==> src/rtl/assert_macros.svh <==
// ----------------------------------------------------------------------------
// Assertion macros
// Shared concurrent assertion forms for the duplicate frame filter.
// ----------------------------------------------------------------------------
`ifndef ASSERT_MACROS_SVH
`define ASSERT_MACROS_SVH

`ifndef SYNTHESIS
// Property must hold at every clock edge outside reset.
`define ASSERT_AT(lbl, ck, rn, prop) \
	lbl: assert property (@(posedge ck) disable iff (!rn) prop) \
		else $error("assertion failed");
// Condition must never be true outside reset.
`define ASSERT_NEVER(lbl, ck, rn, cond) \
	lbl: assert property (@(posedge ck) disable iff (!rn) !(cond)) \
		else $error("forbidden condition seen");
`else
`define ASSERT_AT(lbl, ck, rn, prop)
`define ASSERT_NEVER(lbl, ck, rn, cond)
`endif

`endif

==> src/rtl/ffd_pkg.sv <==
// ----------------------------------------------------------------------------
// ffd_pkg
// Types and constants of the flood duplicate frame filter.
// ----------------------------------------------------------------------------
package ffd_pkg;

	localparam int ADDR_W  = 48;
	localparam int SEQ_W   = 8;
	localparam int WSIZE_W = 7;

	localparam logic [WSIZE_W-1:0] WSIZE_RESET = 7'd50;

	// Verdict codes
	localparam logic [2:0] V_CTRL    = 3'd0;
	localparam logic [2:0] V_OWN     = 3'd1;
	localparam logic [2:0] V_DUP     = 3'd2;
	localparam logic [2:0] V_TTL     = 3'd3;
	localparam logic [2:0] V_FWD     = 3'd4;
	localparam logic [2:0] V_DELIVER = 3'd5;

	// Register indexes (paddr[3])
	localparam logic REG_OWN_ADDR    = 1'b0;
	localparam logic REG_WINDOW_SIZE = 1'b1;

	typedef struct packed {
		logic [ADDR_W-1:0] src;
		logic [SEQ_W-1:0]  seq;
	} entry_t;

endpackage

==> src/rtl/flood_duplicate_frame_filter.sv <==
// ----------------------------------------------------------------------------
// flood_duplicate_frame_filter
// Classifies received frame headers and suppresses duplicates with a window
// of recent (source, sequence) pairs kept in a ring buffer in RAM.
// ----------------------------------------------------------------------------
// Channel   | Dir | Handshake        | Content
// s_*       | in  | s_tvalid/tready  | one frame header item
// m_*       | out | m_tvalid/tready  | one verdict item
// APB       | in  | psel/penable     | own_address @0x0, window_size @0x8
//
// Control and own-address items go straight to ST_FINISH, which loads their
// verdict into the output register. A data item reads one window entry per
// cycle in ST_SEARCH, then goes to ST_FINISH on a miss or through ST_SHIFT on
// a duplicate; s_tready returns at the same edge that loads the verdict. A
// duplicate shifts later entries down in the same pass. A stalled m_tready holds
// one verdict in the output register and one in ST_FINISH with s_tready low.
// Reset returns all registers to their defaults but leaves the RAM as it is.
`include "assert_macros.svh"

module flood_duplicate_frame_filter #(
	parameter int WINDOW_DEPTH = 64
) (
	input  logic        clk,
	input  logic        arst_n,
	// configuration
	input  logic        psel,
	input  logic        penable,
	input  logic        pwrite,
	input  logic [3:0]  paddr,
	input  logic [63:0] pwdata,
	output logic [63:0] prdata,
	output logic        pready,
	// header items
	input  logic        s_tvalid,
	output logic        s_tready,
	input  logic [63:0] s_tdata,  // src_addr[47:0], seq_num[55:48], ttl_ended[56],
	                              // forward_enable[57], zero fill above
	input  logic [0:0]  s_tuser,  // is_data[0]
	// verdict items
	output logic        m_tvalid,
	input  logic        m_tready,
	output logic [7:0]  m_tdata   // verdict[2:0], zero fill above
);

	localparam int IDX_W = (WINDOW_DEPTH > 1) ? $clog2(WINDOW_DEPTH) : 1;
	localparam int CNT_W = $clog2(WINDOW_DEPTH + 1);
	localparam int CMP_W = (CNT_W > ffd_pkg::WSIZE_W) ? CNT_W : ffd_pkg::WSIZE_W;
	localparam int ENT_W = $bits(ffd_pkg::entry_t);

	typedef enum logic [1:0] {
		ST_IDLE,
		ST_SEARCH,
		ST_SHIFT,
		ST_FINISH
	} state_t;

	state_t                        state_q;
	logic [ffd_pkg::ADDR_W-1:0]    own_q;
	logic [ffd_pkg::WSIZE_W-1:0]   wsize_q;
	logic [CNT_W-1:0]              fill_q;
	logic [IDX_W-1:0]              head_q;
	logic [CNT_W-1:0]              rd_idx_q;
	logic                          rvalid_s1;
	logic [CNT_W-1:0]              cmp_idx_s1;
	logic [ffd_pkg::ADDR_W-1:0]    src_q;
	logic [ffd_pkg::SEQ_W-1:0]     seq_q;
	logic                          ttl_q;
	logic                          fwd_q;
	logic [2:0]                    verdict_q;
	logic                          m_tvalid_q;
	logic [7:0]                    m_tdata_q;

	logic                          cfg_wr;
	logic [CMP_W-1:0]              ws_ext;
	logic [CNT_W-1:0]              cap;
	logic                          in_acc;
	logic                          issue;
	logic                          hit;
	logic                          search_done;
	logic                          out_free;
	logic                          out_load;
	logic                          ram_we;
	logic [IDX_W-1:0]              ram_waddr;
	logic [ENT_W-1:0]              ram_wdata;
	logic [ENT_W-1:0]              ram_rdata;
	ffd_pkg::entry_t               rd_entry;
	ffd_pkg::entry_t               new_entry;

	// Map a position in the window (0 = oldest) onto a RAM address.
	function automatic logic [IDX_W-1:0] phys(input logic [IDX_W-1:0] h,
	                                          input logic [CNT_W-1:0] l);
		logic [CNT_W:0] s;
		s = {1'b0, CNT_W'(h)} + {1'b0, l};
		if (s >= (CNT_W+1)'(WINDOW_DEPTH)) begin
			s = s - (CNT_W+1)'(WINDOW_DEPTH);
		end
		return s[IDX_W-1:0];
	endfunction

	// Configuration port
	assign pready = 1'b1;
	assign cfg_wr = psel && penable && pwrite && pready;
	assign prdata = (paddr[3] == ffd_pkg::REG_WINDOW_SIZE) ?
		{57'd0, wsize_q} : {16'd0, own_q};

	// Capacity: size zero counts as one, sizes above the RAM depth clamp.
	assign ws_ext = CMP_W'(wsize_q);
	always_comb begin
		if (wsize_q == '0) begin
			cap = CNT_W'(1);
		end else if (ws_ext > CMP_W'(WINDOW_DEPTH)) begin
			cap = CNT_W'(WINDOW_DEPTH);
		end else begin
			cap = CNT_W'(ws_ext);
		end
	end

	assign s_tready = (state_q == ST_IDLE);
	assign in_acc   = s_tvalid && s_tready;
	assign m_tvalid = m_tvalid_q;
	assign m_tdata  = m_tdata_q;
	assign out_free = !m_tvalid_q || m_tready;
	assign out_load = (state_q == ST_FINISH) && out_free;

	// Walk the window: one read issued per cycle, compared the cycle after.
	assign issue = ((state_q == ST_SEARCH) || (state_q == ST_SHIFT)) && (rd_idx_q < fill_q);

	assign rd_entry  = ffd_pkg::entry_t'(ram_rdata);
	assign new_entry = '{src: src_q, seq: seq_q};

	assign hit = (state_q == ST_SEARCH) && rvalid_s1 &&
		(rd_entry.src == src_q) && (rd_entry.seq == seq_q);
	assign search_done = (state_q == ST_SEARCH) && !rvalid_s1 && (rd_idx_q >= fill_q);

	// RAM write: move later entries down after a hit, then put the header at
	// the newest place; on a miss append, evicting the oldest when full.
	always_comb begin
		ram_we    = 1'b0;
		ram_waddr = phys(head_q, fill_q);
		ram_wdata = ENT_W'(new_entry);
		if (state_q == ST_SHIFT) begin
			ram_we = 1'b1;
			if (rvalid_s1) begin
				ram_waddr = phys(head_q, cmp_idx_s1 - CNT_W'(1));
				ram_wdata = ram_rdata;
			end else begin
				ram_waddr = phys(head_q, fill_q - CNT_W'(1));
			end
		end else if (search_done) begin
			ram_we = 1'b1;
		end
	end

	ffd_ram #(
		.WIDTH (ENT_W),
		.DEPTH (WINDOW_DEPTH)
	) u_window (
		.clk   (clk),
		.we    (ram_we),
		.waddr (ram_waddr),
		.wdata (ram_wdata),
		.raddr (phys(head_q, rd_idx_q)),
		.rdata (ram_rdata)
	);

	always_ff @(posedge clk or negedge arst_n) begin
		if (!arst_n) begin
			state_q    <= ST_IDLE;
			own_q      <= '0;
			wsize_q    <= ffd_pkg::WSIZE_RESET;
			fill_q     <= '0;
			head_q     <= '0;
			rd_idx_q   <= '0;
			rvalid_s1  <= 1'b0;
			cmp_idx_s1 <= '0;
			src_q      <= '0;
			seq_q      <= '0;
			ttl_q      <= 1'b0;
			fwd_q      <= 1'b0;
			verdict_q  <= ffd_pkg::V_CTRL;
			m_tvalid_q <= 1'b0;
			m_tdata_q  <= '0;
		end else begin
			rvalid_s1  <= issue;
			cmp_idx_s1 <= rd_idx_q;
			if (issue) begin
				rd_idx_q <= rd_idx_q + CNT_W'(1);
			end
			// load a finished verdict, or retire the one that was taken
			if (out_load) begin
				m_tvalid_q <= 1'b1;
				m_tdata_q  <= {5'd0, verdict_q};
			end else if (m_tvalid_q && m_tready) begin
				m_tvalid_q <= 1'b0;
			end

			unique case (state_q)
				ST_IDLE: begin
					if (in_acc) begin
						src_q    <= s_tdata[47:0];
						seq_q    <= s_tdata[55:48];
						ttl_q    <= s_tdata[56];
						fwd_q    <= s_tdata[57];
						rd_idx_q <= '0;
						if (!s_tuser[0]) begin
							verdict_q <= ffd_pkg::V_CTRL;
							state_q   <= ST_FINISH;
						end else if (s_tdata[47:0] == own_q) begin
							verdict_q <= ffd_pkg::V_OWN;
							state_q   <= ST_FINISH;
						end else begin
							state_q <= ST_SEARCH;
						end
					end
				end
				ST_SEARCH: begin
					if (hit) begin
						verdict_q <= ffd_pkg::V_DUP;
						state_q   <= ST_SHIFT;
					end else if (search_done) begin
						// evict the oldest when full: advance head, keep fill
						if (fill_q >= cap) begin
							head_q <= phys(head_q, CNT_W'(1));
						end else begin
							fill_q <= fill_q + CNT_W'(1);
						end
						if (ttl_q) begin
							verdict_q <= ffd_pkg::V_TTL;
						end else if (fwd_q) begin
							verdict_q <= ffd_pkg::V_FWD;
						end else begin
							verdict_q <= ffd_pkg::V_DELIVER;
						end
						state_q <= ST_FINISH;
					end
				end
				ST_SHIFT: begin
					if (!rvalid_s1) begin
						state_q <= ST_FINISH;
					end
				end
				ST_FINISH: begin
					if (out_free) begin
						state_q <= ST_IDLE;
					end
				end
				default: begin
					state_q <= ST_IDLE;
				end
			endcase

			// configuration writes must arrive only while idle; the block itself does not enforce this
			if (cfg_wr) begin
				if (paddr[3] == ffd_pkg::REG_OWN_ADDR) begin
					own_q <= pwdata[47:0];
				end else begin
					wsize_q <= pwdata[6:0];
					fill_q  <= '0;
					head_q  <= '0;
				end
			end
		end
	end

	`ASSERT_AT(a_fill_cap, clk, arst_n, fill_q <= cap)
	`ASSERT_AT(a_cmp_in_window, clk, arst_n, rvalid_s1 |-> (cmp_idx_s1 < fill_q))
	`ASSERT_NEVER(a_no_wr_idle, clk, arst_n, ram_we && (state_q == ST_IDLE || state_q == ST_FINISH))
	`ASSERT_AT(a_ctrl_fast, clk, arst_n, (in_acc && !s_tuser[0]) |=> (state_q == ST_FINISH))
	`ASSERT_AT(a_verdict_code, clk, arst_n, m_tvalid |-> (m_tdata[2:0] <= ffd_pkg::V_DELIVER))

endmodule

==> src/rtl/ffd_ram.sv <==
// ----------------------------------------------------------------------------
// ffd_ram
// Generic single write port, single read port RAM with registered read.
// ----------------------------------------------------------------------------
module ffd_ram #(
	parameter int WIDTH = 56,
	parameter int DEPTH = 64
) (
	input  logic                                         clk,
	input  logic                                         we,
	input  logic [((DEPTH > 1) ? $clog2(DEPTH) : 1)-1:0] waddr,
	input  logic [WIDTH-1:0]                             wdata,
	input  logic [((DEPTH > 1) ? $clog2(DEPTH) : 1)-1:0] raddr,
	output logic [WIDTH-1:0]                             rdata
);

	logic [WIDTH-1:0] mem_q [DEPTH];

	always_ff @(posedge clk) begin
		if (we) begin
			mem_q[waddr] <= wdata;
		end
		rdata <= mem_q[raddr];
	end

endmodule

==> config.mk <==
export PLATFORM = sky130hd
export DESIGN_NAME = flood_duplicate_frame_filter
export DESIGN_NICKNAME = d
export VERILOG_FILES = /design/src/rtl/ffd_pkg.sv /design/src/rtl/flood_duplicate_frame_filter.sv /design/src/rtl/ffd_ram.sv
export VERILOG_INCLUDE_DIRS = /design/src /design/src/rtl
export SDC_FILE = /design/constraint.sdc
export NUM_CORES = 2
export LEC_CHECK = 0
export BUFFER_PORTS_ARGS = -buffer_cell sky130_fd_sc_hd__buf_4
export CAP_MARGIN = 20
export CELL_PAD_IN_SITES_DETAIL_PLACEMENT = 1
export CELL_PAD_IN_SITES_GLOBAL_PLACEMENT = 1
export CORE_MARGIN = 3
export CORE_UTILIZATION = 35
export CTS_CLUSTER_SIZE = 8
export DETAILED_ROUTE_END_ITERATION = 10
export PLACE_DENSITY_LB_ADDON = 0.1
export SYNTH_ARGS = -nofsm -noshare
export SYNTH_HDL_FRONTEND = slang
export SYNTH_SLANG_ARGS = --single-unit
export TNS_END_PERCENT = 100
==> constraint.sdc <==
create_clock -name clk -period 10.1 [get_ports clk]
set_input_delay 1.515 -clock clk [delete_from_list [all_inputs] [get_ports clk]]
set_output_delay 1.515 -clock clk [all_outputs]
set_load 0.02 [all_outputs]
Yosys cells after proc, flatten, opt, wreduce, memory -nomap -nowiden
Memories as Yosys holds them, arrays and structs flattened. A register that Yosys moved wholly into a read port is not among the register bits.
Index checks and enable logic that the tools add are counted.
{"block": "classes", "add_sub_neg": 14, "mul": 0, "div": 0, "order_cmp": 9, "eq_ne": 11, "n_shift": 0, "mux": 49, "bitwise_logic": 1, "n_reduce_logical": 24}
{"operator": "2-to-1 mux 56 bit", "n": 2}
{"operator": "== test 48 bit", "n": 2}
{"operator": "2-to-1 mux 6 bit", "n": 13}
{"operator": "2-to-1 mux 7 bit", "n": 11}
{"operator": "2-to-1 mux 48 bit", "n": 1}
{"operator": "adder 6 x 7 -> 8 bit", "n": 4}
{"operator": ">= comparator 8 x 7 -> 1 bit (second input constant)", "n": 4}
{"operator": "subtractor 6 x 1 -> 6 bit (second input constant)", "n": 5}
{"operator": "2-to-1 mux 3 bit", "n": 6}
{"operator": "adder 7 x 1 -> 7 bit (second input constant)", "n": 2}
{"operator": ">= comparator 7 bit", "n": 2}
{"operator": "2-to-1 mux 2 bit", "n": 7}
{"operator": "subtractor 7 x 1 -> 7 bit (second input constant)", "n": 2}
{"operator": "logical AND 1 bit", "n": 11}
{"operator": "== test 8 bit", "n": 1}
{"operator": "case mux 2 bit (4 select lines)", "n": 1}
{"operator": "AND reduction 4 bit", "n": 2}
{"operator": "adder 6 x 1 -> 7 bit (second input constant)", "n": 1}
{"operator": ">= comparator 7 bit (second input constant)", "n": 1}
{"operator": "> comparator 7 bit (second input constant)", "n": 1}
{"operator": "zero test 7 bit", "n": 1}
{"operator": "less-than comparator 7 bit", "n": 1}
{"operator": "2-to-1 mux 1 bit", "n": 7}
{"operator": "case mux 3 bit (2 select lines)", "n": 1}
{"operator": "other kinds (12)", "n": 19}
{"block": "word_totals", "regBits": 150, "latch_bits": 0, "ram_bits": 3584, "romBits": 0, "output_inout_bits": 75, "word_cells": 124, "mem_count": 1}
{"name": "u_window.mem_q", "depth": 64, "word_bits": 56, "rd": 1, "rd_ports_with_merged_regs": 1, "write_ports": 1, "line_no": "ffd_ram.sv:17", "source": "logic [WIDTH-1:0] mem_q [DEPTH];"}

Longest topological paths before layout
{"block": "logic_depth", "ltp_word": 10, "mapped_depth": 16}

By module
Synthesis repeated with hierarchy kept, for this count alone.
{"block": "unflattened", "hier_cells": 6887, "hier_area_um2": 146106.4}
{"module": "ffd_ram", "instances": 1, "cells_per_inst": 5949, "area_each_um2": 136983.9, "seq_area_each_um2": 108744.3}
{"module": "flood_duplicate_frame_filter", "instances": 1, "cells_per_inst": 938, "area_each_um2": 9122.5, "seq_area_each_um2": 3732.3}

Worst setup path before layout
Ideal clock, no wire load.
{"block": "synth_timing", "kind": "register -> register", "from": "register rvalid_s1", "to": "memory u_window.mem_q[47][0], enable pin", "setup_ns": 0.539, "arrival_ns": 7.027, "path_slack_ns": 2.535, "stages_incl_launch_ff": 17, "path_buffers": 3, "period_less_slack_ns": 7.565, "cell_sequence": "dfrtp_1 -> buf_2 -> buf_1 -> mux2i_1 -> ha_1 -> o21ai_0 -> xnor2_1 -> nand2_1 -> o31ai_1 -> a22o_1 -> ha_1 -> nor2b_1 -> a221oi_1 -> nand3_1 -> xnor2_1 -> clkbuf_1 -> nor3_1"}
{"block": "synth_between", "elab_chain_len": 7}
{"element": "from (decl)", "line_no": "flood_duplicate_frame_filter.sv:63", "source": "logic rvalid_s1;"}
{"element": "from (signal assigned)", "line_no": "flood_duplicate_frame_filter.sv:184", "source": "rvalid_s1 <= issue;"}
{"element": "zero test 1 bit"}
{"element": "logical AND 1 bit (2 in a row)", "line_no": "flood_duplicate_frame_filter.sv:133", "source": "assign search_done = (state_q == ST_SEARCH) && !rvalid_s1 && (rd_idx_q >= fill_q);"}
{"element": "2-to-1 mux 1 bit", "line_no": "flood_duplicate_frame_filter.sv:149", "source": "end else if (search_done) begin"}
{"element": "2-to-1 mux 1 bit", "line_no": "flood_duplicate_frame_filter.sv:141", "source": "if (state_q == ST_SHIFT) begin"}
{"element": "2-to-1 mux 1 bit", "line_no": "ffd_ram.sv:20", "source": "if (we) begin"}
{"element": "2-to-1 mux 1 bit (implied by the code)", "line_no": "ffd_ram.sv:21", "source": "mem_q[waddr] <= wdata;"}
{"element": "to (decl)", "line_no": "ffd_ram.sv:17"}
Parallel ways exist; a longest one is shown, timed or not.

Worst setup path in the final report
{"block": "layout_timing", "from": "register rvalid_s1", "to": "memory u_window.mem_q[14][43], enable pin"}
Same word-level chain as after synthesis.

==> qor.csv <==
stage,metric,value,unit
cts,CTS tree,yes,
placement,Placed Instance Area,0.1563,sq mm
global_route,antenna violations before repair,26,
sta,clk_skew,0.04596,ns
setup_path,CP Data Required Time,10.71,ns
setup_path,WS Path Type,reg2reg,
sta,Hold Fails Final Rpt,0,
sta,Final Max Slew Viols,0,
sta,Worst Max-Slew Pin Slew,1.145,ns
cts,post-cts sizing count,0,
routing,met3 WL post-DR,22730,microns
routing,met2 routed WL,224600,microns
setup_path,"most used cell, CP",buf_4,
global_route,vias in the first global route,75057,
cts,Setup Buffers After CTS,0,
cts,clock root buffer,clkbuf_16,
floorplanning,Chip Height,653.2,microns
logic_synthesis,synthesis warning total,0,
routing,total number of vias,69645,
floorplanning,Ports,215,
routing,drc violations,0,
cts,CTS Sinks,3789,
global_route,first-pass GRT wire length,625500,microns
cts,Clock Tree Buf Depth,4,
final_layout,"commonest non-fill, non-tap cell in the layout",edfxtp_1,
setup_path,Startpoint Class,flop,
routing,routed len/inst,35.80,microns
job,Max Cap Viol,0,
logic_synthesis,"EDFF count, synth",3584,
placement,placed insts,11887,
final_layout,# fillers,38178,
routing,Routed WL,454800,microns
sta,final setup vio count,0,
final_layout,most frequent cells in the layout,"edfxtp_1, mux4_2, clkbuf_16",
setup_path,reg2reg end,u_window.mem_q[14][43]$_DFFE_PP_,
sta,RSZ-0062 raised after global routing,no,
final_layout,area delta synth->final,17.40,%
pwr,pwr dens,370.0,mW/mm^2
pwr,Pleak,54.62,nW
logic_synthesis,Syn Area/Cell,23.46,sq um
logic_synthesis,Cells after Synth,6250,
pwr,VDD IR max,0.3695,mV
global_route,largest net degree at the start of global routing,93,
routing,vias per std cell,5.482,
cts,# hold bufs at CTS,0,
logic_synthesis,prevailing post-synth register cell,edfxtp_1,
sta,Slew headroom,0.2147,
logic_synthesis,post-synthesis sequential area ratio,0.7671,
logic_synthesis,fraction of registers with async set or reset after synthesis,0.03932,
routing,drt first pass iters,6,
cts,later-pin clock latency in the skew report,1.01,ns
logic_synthesis,synthesized cell area,0.1466,sq mm
logic_synthesis,unique cell type count in the Yosys netlist,53,
sta,highest clock rate,0.1535,GHz
setup_path,CP peak stage delay,0.95,ns
final_layout,post-route cell area,0.1721,sq mm
setup_path,critical path endpoint category,flop,
setup_path,CP Max Fanout,32,
setup_path,Crit. Startpoint,rvalid_s1$_DFF_PN0_,
setup_path,r2r setup slk,3.59,ns
final_layout,share of post-route cells with drive strength above 1,0.3340,
sta,setup tns final,0,ns
cts,Worst-path clk slew,0.05,ns
cts,H-tree Lvls,6,
setup_path,critical path's slowest cell,dfrtp_1,
floorplanning,area of the core,0.4169,sq mm
routing,Max Used Layer,met5,
sta,Worst Hold Slack,0.3804,ns
global_route,GR Util All Layers,0.2115,
routing,Antenna Violating Nets Remaining,0,
run_status,status,completed,
placement,IO buf count,167,
setup_path,r2r startpoint,rvalid_s1$_DFF_PN0_,
setup_path,kind of cell adding the most delay to the critical path,buffers and inverters,
sta,period utilization,0.6449,
setup_path,"critical path, cell by cell","mux2i_1, ha_1, o21ai_0, xnor2_1, nand2_1, o31ai_1, a22o_1, ha_1, nor2b_1, a221oi_1, nand3_1, xor2_4, buf_4, nor3_2, buf_4, buf_4",
logic_synthesis,"flops & latches, synth",3789,
setup_path,WP data arrival,7.12,ns
floorplanning,die width,653.2,microns
setup_path,CP Depth,16,
worst_hold_path,Hold/Removal Path Class,in2async,
sta,Tmin final,6.514,ns
setup_path,worst path bufs/invs,3,
final_layout,"Core Util, Final",0.4129,
placement,Final GP Congestion,0.7585,
final_layout,Final #Nets,7132,
floorplanning,Site Rows,237,
cts,total CTS buffers,545,
final_layout,final non-filler cell total,12704,
global_route,Congestion Overflow GR,0,
routing,drt first-iter violations,6752,
floorplanning,Starting Density,0.3517,
setup_path,reg2reg path depth,16,
routing,Metal-1 WL,197600,microns
floorplanning,DIE AREA,0.4267,sq mm
placement,detailed placer's ending HPWL,264000,microns
==> synth_stat cells, drive strengths merged, types with 3 or more instances <==
cell type  number  area, sq um
edfxtp       3584       107600
mux4         1120        25220
nand2         224        840.8
buf           215         1141
mux2i         175         1752
dfrtp         146         3654
clkbuf        122        457.9
xnor2         118         1041
mux2          116         1306
nor3           74        370.4
dfxtp          56         1121
nor2b          44        275.3
nand4          35        219.0
ha             32        400.4
inv            28        105.1
a21oi          24        120.1
o21ai          19        95.09
nand3          16        80.08
nor2           16        60.06
nor4            8        50.05
o31ai           8        60.06
or4             7        52.55
a22o            5        43.79
a31oi           5        31.28
xor2            5        43.79
a21o            4        30.03
a41o            4        40.04
and4            4        35.03
nand2b          4        25.02
dfstp           3        78.83
nor3b           3        22.52
o21a            3        22.52
==> layout make-up <==
class                      instances  area (sq um)  area share
multi-input combinational       2116         32970      0.1916
antenna                           10         25.02   0.0001454
inverter                          28         105.1   0.0006106
timing repair buffer             478          4310     0.02504
clock buffer                     737         14640     0.08502
clock inverter                    49         729.5    0.004238
tap                             5497          6878     0.03996
sequential                      3789        112500      0.6534
==> cell families (layout without fill, tap and decap cells) <==
family	count (synthesis)	count (layout)	share of synthesized area
mux	1411	1411	0.1929
other cells	2	32	0.00005122
xor+xnor	123	123	0.007399
compound gates	85	85	0.003763
buf+inv	365	1292	0.01162
fa+ha+maj	34	34	0.003004
flops	3789	3789	0.7671
simple gates	441	441	0.01413
==> state kept, by name, indices dropped and copies added, names as in the netlist <==
register	count
own_q	48
u_window.rdata	56
m_tdata	3
rvalid_s1	1
src_q	48
fill_q	7
fwd_q	1
ttl_q	1
head_q	6
u_window.mem_q	3584
rd_idx_q	7
seq_q	8
verdict_q	3
m_tvalid	1
ws_ext	7
state_q	2
cmp_idx_s1	6
==> power breakdown <==
part	switching (mW)	internal [mW]
clock	6.70	10.0
sequential	0.692	21.5
combinational	14.8	9.94
==> worst max path at each step <==
stage | to | slack [ns]
after floorplan | u_window.mem_q[47][0]$_DFFE_PP_ | 2.53
after global placement | u_window.mem_q[52][19]$_DFFE_PP_ | 3.33
after detailed placement | u_window.mem_q[1][54]$_DFFE_PP_ | 3.66
after CTS | u_window.mem_q[1][48]$_DFFE_PP_ | 3.57
after global routing | u_window.mem_q[14][43]$_DFFE_PP_ | 3.26
final | u_window.mem_q[14][43]$_DFFE_PP_ | 3.59
==> worst register-to-register path, cell delays in order (launching register included) <==
cell and delay, ns:
dfrtp_1 0.95, mux2i_1 0.51, ha_1 0.30, o21ai_0 0.21
xnor2_1 0.18, nand2_1 0.08, o31ai_1 0.09, a22o_1 0.27
ha_1 0.36, nor2b_1 0.18, a221oi_1 0.29, nand3_1 0.34
xor2_4 0.26, buf_4 0.31, nor3_2 0.38, buf_4 0.56
buf_4 0.74
==> stage by stage <==
step                      worst slack [ns]  total power, mW
after floorplan                      2.535            37.44
after global placement               3.328            47.09
after detailed placement             3.663            47.61
after CTS                            3.565            64.53
after global routing                 3.261            66.41
final                                3.586            63.69
==> routing by layer <==
layer | track usage | vias up
met3 | 0.03118 | 575
met1 | 0.2931 | 39192
met2 | 0.3534 | 1957
li1 | - | 27915
met5 | 0 | -
met4 | 0.04795 | 6
Note: power is estimated with default switching activity, not from simulation.
